## src/hw/rtl/lumaeq_pkg.sv

```systemverilog
// shared types and codes for the luma equalization remap block
package lumaeq_pkg;

  typedef enum logic {
    REQ_LOAD  = 1'b0,
    REQ_PIXEL = 1'b1
  } req_t;

  localparam int unsigned ChanW = 8;

  // control that travels alongside one beat through the front end
  typedef struct packed {
    logic             vld;
    logic             pix;
    logic [ChanW-1:0] waddr;
    logic [ChanW-1:0] wdata;
  } ctl_t;

endpackage

```

## src/hw/rtl/lumaeq_front.sv

```systemverilog
// rgb to ycbcr front end: registered coefficient products, luma index and chroma offsets
module lumaeq_front
  import lumaeq_pkg::*;
#(
  parameter int unsigned COEF_FRAC_BITS = 16
) (
  input  logic                               clk,
  input  logic                               rst_n,
  input  logic                               en,
  input  ctl_t                               ctl_in,
  input  logic [ChanW-1:0]                   red,
  input  logic [ChanW-1:0]                   green,
  input  logic [ChanW-1:0]                   blue,
  output ctl_t                               ctl_out,
  output logic [ChanW-1:0]                   luma_idx,
  output logic signed [COEF_FRAC_BITS+10:0]  dcb,
  output logic signed [COEF_FRAC_BITS+10:0]  dcr
);

  localparam int unsigned F   = COEF_FRAC_BITS;
  localparam int unsigned CW  = F + 1;
  localparam int unsigned PW  = CW + ChanW;
  localparam int unsigned YSW = PW + 2;
  localparam int unsigned DW  = F + 11;
  localparam longint unsigned One = 64'd1 << F;

  localparam logic [CW-1:0] KR    = CW'((64'd299 * One + 64'd500) / 64'd1000);
  localparam logic [CW-1:0] KG    = CW'((64'd587 * One + 64'd500) / 64'd1000);
  localparam logic [CW-1:0] KB    = CW'((64'd114 * One + 64'd500) / 64'd1000);
  localparam logic [CW-1:0] KCB_R = CW'((64'd168736 * One + 64'd500000) / 64'd1000000);
  localparam logic [CW-1:0] KCB_G = CW'((64'd331264 * One + 64'd500000) / 64'd1000000);
  localparam logic [CW-1:0] KCR_G = CW'((64'd418688 * One + 64'd500000) / 64'd1000000);
  localparam logic [CW-1:0] KCR_B = CW'((64'd81312 * One + 64'd500000) / 64'd1000000);
  localparam logic [CW-1:0] HALF  = CW'((64'd1 * One + 64'd1) / 64'd2);

  ctl_t ctl_r;
  logic [PW-1:0] p_kr_r, p_kg_r, p_kb_r;
  logic [PW-1:0] p_cbr_r, p_cbg_r, p_cbb_r;
  logic [PW-1:0] p_crr_r, p_crg_r, p_crb_r;
  logic [YSW-1:0] ys;

  always_ff @(posedge clk) begin
    if (!rst_n) begin
      ctl_r.vld <= 1'b0;
    end else if (en) begin
      ctl_r       <= ctl_in;
      p_kr_r      <= PW'(KR) * PW'(red);
      p_kg_r      <= PW'(KG) * PW'(green);
      p_kb_r      <= PW'(KB) * PW'(blue);
      p_cbr_r     <= PW'(KCB_R) * PW'(red);
      p_cbg_r     <= PW'(KCB_G) * PW'(green);
      p_cbb_r     <= PW'(HALF) * PW'(blue);
      p_crr_r     <= PW'(HALF) * PW'(red);
      p_crg_r     <= PW'(KCR_G) * PW'(green);
      p_crb_r     <= PW'(KCR_B) * PW'(blue);
    end
  end

  always_comb begin
    ys = YSW'(p_kr_r) + YSW'(p_kg_r) + YSW'(p_kb_r);
    // rounded coefficients can push luma just past the top code
    if (|ys[YSW-1:F+ChanW]) begin
      luma_idx = {ChanW{1'b1}};
    end else begin
      luma_idx = ys[F +: ChanW];
    end
    dcb = $signed(DW'(p_cbb_r)) - $signed(DW'(p_cbr_r)) - $signed(DW'(p_cbg_r));
    dcr = $signed(DW'(p_crr_r)) - $signed(DW'(p_crg_r)) - $signed(DW'(p_crb_r));
  end

  assign ctl_out = ctl_r;

endmodule

```

## config.mk

```make
export PLATFORM = sky130hd
export DESIGN_NAME = lumaeq_front
export DESIGN_NICKNAME = d
export VERILOG_FILES = /design/src/hw/rtl/lumaeq_pkg.sv /design/src/hw/rtl/lumaeq_front.sv
export SDC_FILE = /design/constraint.sdc
export NUM_CORES = 1
export LEC_CHECK = 0
export BUFFER_PORTS_ARGS = -buffer_cell sky130_fd_sc_hd__buf_2
export CAP_MARGIN = 20
export CORE_MARGIN = 3
export CORE_UTILIZATION = 28
export DETAILED_ROUTE_END_ITERATION = 6
export SETUP_SLACK_MARGIN = 0.05
export SLEW_MARGIN = 20
export SYNTH_ARGS = -nofsm -noshare
export SYNTH_HDL_FRONTEND = slang
export SYNTH_SLANG_ARGS = --single-unit
```

## constraint.sdc

```tcl
create_clock -name clk -period 6.8 [get_ports clk]
set_clock_uncertainty 0.15 [all_clocks]
set_input_delay 0.34 -clock clk [delete_from_list [all_inputs] [get_ports clk]]
set_output_delay 0.34 -clock clk [all_outputs]
set_load 0.1 [all_outputs]
```

==> results of run 1 <==
[state kept, by name (all words and copies together), names as in the netlist]
name     cells
p_cbg_r     19
ctl_out     18
p_crb_r     21
p_crg_r     23
p_kb_r      20
p_crr_r      8
p_kr_r      22
p_kg_r      21
p_cbr_r     18
p_cbb_r      4
[layer usage]
metal,vias up,track usage (%)
met2,247,21.5
met5,-,0
met1,7311,18.9
met4,0,3.03
li1,7748,-
met3,37,2.10
[synth_stat cells, drive strengths merged (14+ instances only)]
cell type,count,area share [%]
nand2,61,1.1
inv,390,6.7
fa,171,16
nand3,41,0.94
a31oi,20,0.58
a21oi,118,2.7
o21ai,61,1.4
or2,21,0.60
o211ai,15,0.52
nor2,79,1.4
a211oi,20,0.69
o21a,14,0.48
xnor2,127,5.2
nand2b,32,0.92
a21o,48,1.7
o21bai,20,0.69
and3,19,0.55
edfxtp,173,24
nor3,58,1.3
ha,428,25
nor2b,28,0.81
xor2,48,1.9
[metrics by stage]
| stage | hold slack (ns) | utilization [%] | area, sq um | cells | setup WS, ns |
|---|---|---|---|---|---|
| floorplan | 0.289 | - | 21700 | 2136 | 1.48 |
| global placement | 0.351 | 30.9 | 23600 | 3281 | 1.61 |
| detailed placement | 0.361 | 30.9 | 23600 | 3281 | 1.56 |
| CTS | 0.0368 | 31.9 | 24400 | 3332 | 1.39 |
| global route | 0.0621 | 31.9 | 24400 | 3332 | 1.01 |
| finish | 0.0717 | 31.9 | 24400 | 3333 | 1.48 |
[area by class of cell]
type,count,area [sq um]
fillers,7853,52000
multi-input cells,1563,15000
flip-flops and latches,174,5220
inverters,390,1460
well taps,1030,1290
repair buffers,143,826
clock buffers,17,425
clock inverters,15,183
diodes,1,2.50
[logic make-up after synthesis]
logic type,after synthesis,synth area share [%]
fa+ha+maj,599,40.4
simple gates,400,9.67
buf+inv,399,6.98
compound gates,384,11.7
xor+xnor,175,7.12
flops,174,24.0
mux,4,0.190
other cells,1,0.0172
[worst reg2reg max path, stage by stage, from the launching register on]
cell           delay (ns)
dfxtp_1              0.32
mux2i_1              0.12
nor2b_1              0.05
dlygate4sd3_1        0.54
[worst min-delay path by stage]
stage               cells after the start         from  slack, ns          end
floorplan                               0    ctl_in[0]       0.29   ctl_out[0]
global placement                        2  ctl_out[17]       0.35  ctl_out[17]
detailed placement                      2  ctl_out[17]       0.36  ctl_out[17]
CTS                                     1      blue[3]       0.04   p_crb_r[3]
global route                            1      blue[3]       0.06   p_crb_r[3]
finish                                  1      blue[3]       0.07   p_crb_r[3]
[timing repair]
action,CTS,global route
endpoints found under the hold margin,18,0
hold buffers,19,0
endpoints found under the setup margin,0,0
==> results.md, run 1 <==
- Outcome: finished clean
- Final hold viol count: 0
- Starting Density: 28.4%
- Final WL: 53,700 um
- M1 wire length: 26,100 um
- Final ANT Viol Nets: 0
- Minimum clock period: 5.32 ns
- Syn Nets: 2,780
- Ys async rst share: 0%
- CP delay by family, top: compound AO/OA/AOI/OAI gates
- RSZ-0062 raised after global routing: false
- Tcrit/Tclk final: 78.2%
- Data arrival, critical path: 4.83 ns
- Max-slew headroom at the worst pin: 40.8%
- Initial antenna violation count: 1
- Mean routed wirelength per cell: 16.1 um
- Clk_lat worst skew: 0.46 ns
- Max Fanout on Critical Path: 6
- FMAX: 0.188 GHz
- Placement Rows: 101
- Pre-antenna DRT Iters: 5
- Reg2reg path depth: 3
- Setup violators final: 0
- Commonest non-fill, non-tap cell in the layout: ha_1
- Gate count after technology mapping: 2,136
- Most frequent cells in the layout: ha_1 (428), inv_1 (390), edfxtp_1 (173)
- Post-synth EDFFs: 173
- FF-to-FF End: ctl_out[17]
- IO Pins: 125
- Primary FF master, synth: edfxtp_1
- Root buf cell: clkbuf_16
- Post-route setup TNS: 0 ns
- Max clock buf depth: 2
- First-pass GRT wire length: 84,700 um
- Routed wl met2: 24,500 um
- Detailed placer's ending HPWL: 45,500 um
- Drc violations: 0
- Max cap viols: 0
- Largest net degree at the start of global routing: 162
- Slowest Stage Delay on Critical Path: 0.60 ns
- Iter 0 DRT Violations: 839
- Internal reg-to-reg setup slack: 5.51 ns
- Metal3 WL: 2330 um
- Startpoint Class: flip-flop
- Gpl congestion: 0.866
- Critical path class: reg2out
- Synthesized area per cell: 10.2 sq um
- Critical path depth: 14
- CP Cell Sequence: nor4_1 -> and3_1 -> nor2b_1 -> xnor2_1 -> ha_1 -> a21o_1 -> a21o_1 -> a21oi_1 -> o21ai_1 -> a311oi_1 -> o41a_1 -> o21ai_0 -> xnor2_1 -> buf_2
- Nets: 2,933
- Crit path buf inv count: 1
- Slew @ Worst Pin: 0.888 ns
- Postcts setup bufs: 0
- Crit path from: p_crr_r[17]
- CORE AREA: 0.0765 sq mm
- Mapped cell area: 0.0217 sq mm
- Resized Gates After CTS: 0
- CTS tree: yes
- Die height: 285 um
- Type of the tightest min-delay check: in2reg
- Syn-to-layout area delta: 12.3%
- Worst r2r src: ctl_out[17]
- Clock slew at reported path FFs: 0.08 ns
- Clock sinks: 174
- Port buffer count: 123
- Via count: 15,343
- Seq/Total Area, Yosys: 24.0%
- Die area: 0.0810 sq mm
- Worst Setup EP: dcb[23]
- Via density per instance: 4.60
- Share of cells above drive strength 1: 8.47%
- Count of cell types in the netlist: 75
- Final Slew Violations: 0
- CP max stage cell: a311oi_1
- Top sig layer: met4
- Total gr overflow: 0
- Yosys warns: 0
- CP endpoint kind: output pin
- Total CTS buffers: 17
- H-tree depth: 4
- GRT Resource Usage Total: 13.4%
- Number of global-route vias before repair: 15,303
- Seq cells post-synth: 174
- Die Width: 285 um
- WP data required: 6.31 ns
Power of run 1 is not shown: default switching activity piles up to over one toggle a cycle in this logic, so the estimate is an artifact.
==> run 2, diff against run 1 <==
- clock period: 6.8 -> 5.1 ns (I/O delays scaled with it)
==> run 2 against run 1 <==
Compared with the run above:
- hold slack worse by 0.037 ns
- critical path depth is the same
- register-to-register slack lost 1.7 ns
- non-clock buffer count up 51
==> results.md, run 2 (synthesis gave the netlist of run 1 again) <==
- Most frequent cells in the layout: ha_1 (427), inv_1 (390), edfxtp_1 (173)
- CORE AREA: 0.0765 sq mm
- Data arrival, critical path: 4.43 ns
- Share of cells above drive strength 1: 10.3%
- Type of the tightest min-delay check: in2reg
- Port buffer count: 123
- Largest net degree at the start of global routing: 72
- Slowest Stage Delay on Critical Path: 0.55 ns
- Final WL: 54,100 um
- Die height: 285 um
- Tcrit/Tclk final: 94.9%
- Via count: 15,497
- Drc violations: 0
- Clock slew at reported path FFs: 0.07 ns
- Syn-to-layout area delta: 14.3%
- IO Pins: 125
- Max cap viols: 0
- Cell count after placement: 3,326
- Post-Place Cell Area: 0.0240 sq mm
- Pre-antenna DRT Iters: 5
- Iter 0 DRT Violations: 843
- Top sig layer: met5
- Max Fanout on Critical Path: 4
- Total gr overflow: 0
- Crit path buf inv count: 1
- Metal3 WL: 2500 um
- RSZ-0062 raised after global routing: true
- Commonest non-fill, non-tap cell in the layout: ha_1
- Startpoint Class: flip-flop
- Post-route setup TNS: 0 ns
- Die area: 0.0810 sq mm
- Total CTS buffers: 17
- Die Width: 285 um
- Gpl congestion: 0.865
- CTS tree: yes
- CP delay by family, top: compound AO/OA/AOI/OAI gates
- Largest register FFs: 23
- Via density per instance: 4.57
- Critical path class: reg2out
- Non-Filler Instances: 3,388
- Root buf cell: clkbuf_16
- Routed wl met2: 24,600 um
- WP data required: 4.70 ns
- Mean routed wirelength per cell: 16.0 um
- GRT Resource Usage Total: 13.6%
- Initial antenna violation count: 7
- CP endpoint kind: output pin
- Final Core Density: 32.5%
- Final ANT Viol Nets: 0
- Most flops, register: p_crg_r
- Setup violators final: 0
- H-tree depth: 4
- Max-slew headroom at the worst pin: 37.7%
- Placement Rows: 101
- Final hold viol count: 0
- Top flop regs: p_crg_r x23, p_kr_r x22
- Cell repeated most along the worst path: a21o_1
- CP Cell Sequence: or4_4 -> or3_4 -> nor4_4 -> a21oi_1 -> xnor2_1 -> ha_1 -> a21o_1 -> a21o_1 -> a21o_1 -> a21o_1 -> a2111oi_1 -> a21boi_2 -> xor2_2 -> buf_12
- FMAX: 0.207 GHz
- Minimum clock period: 4.84 ns
- Max clock buf depth: 2
- Slew @ Worst Pin: 0.935 ns
- Final Slew Violations: 0
- Clock sinks: 174
- Number of global-route vias before repair: 15,549
- Detailed placer's ending HPWL: 46,300 um
- Outcome: finished clean
- First-pass GRT wire length: 85,800 um
- Design area: 0.0248 sq mm
- Clk_lat worst skew: 0.47 ns
- CP max stage cell: or4_4
- Starting Density: 28.4%
- Nets: 2,984
- M1 wire length: 25,800 um
==> run 2: area by class of cell <==
class | count | area, sq um
clock inverters | 10 | 91.3
fillers | 7798 | 51600
repair buffers | 194 | 1290
diodes | 5 | 12.5
flip-flops and latches | 174 | 5220
well taps | 1030 | 1290
inverters | 390 | 1460
clock buffers | 22 | 454
multi-input cells | 1563 | 15000
==> run 2: final timing paths <==
check	start	to	slack, ns	cells past startpoint
worst min register to register	ctl_out[17]	ctl_out[17]	0.95	3
worst max-delay path	p_crg_r[7]	dcr[23]	0.26	14
worst min-delay path	red[5]	p_crr_r[20]	0.03	1
worst max register to register	ctl_out[17]	ctl_out[17]	3.78	3
==> run 2: stage by stage <==
step | hold WS [ns] | setup slack [ns]
2_1_floorplan | 0.204 | 0.0537
3_3_place_gp | 0.282 | 0.232
3_5_place_dp | 0.284 | 0.202
4_1_cts | 0.000632 | 0.0892
5_1_grt | 0.0167 | -0.00152
6_report | 0.0347 | 0.261
==> run 2: what timing repair did <==
item                                    in CTS  in global routing
endpoints found under the hold margin       21                  0
endpoints found under the setup margin       5                 13
hold buffers                                22                  0
gates cloned                                 0                  0
resized for setup                            2                 21
buffers inserted                             0                  3
pin swaps                                    0                  4
==> run 2: metal layers <==
| metal | track usage [%] | vias up |
|---|---|---|
| li1 | - | 7839 |
| met1 | 18.5 | 7317 |
| met2 | 21.8 | 273 |
| met3 | 2.53 | 64 |
| met4 | 4.03 | 4 |
| met5 | 0 | - |
Power of run 2 is left out for the same reason.
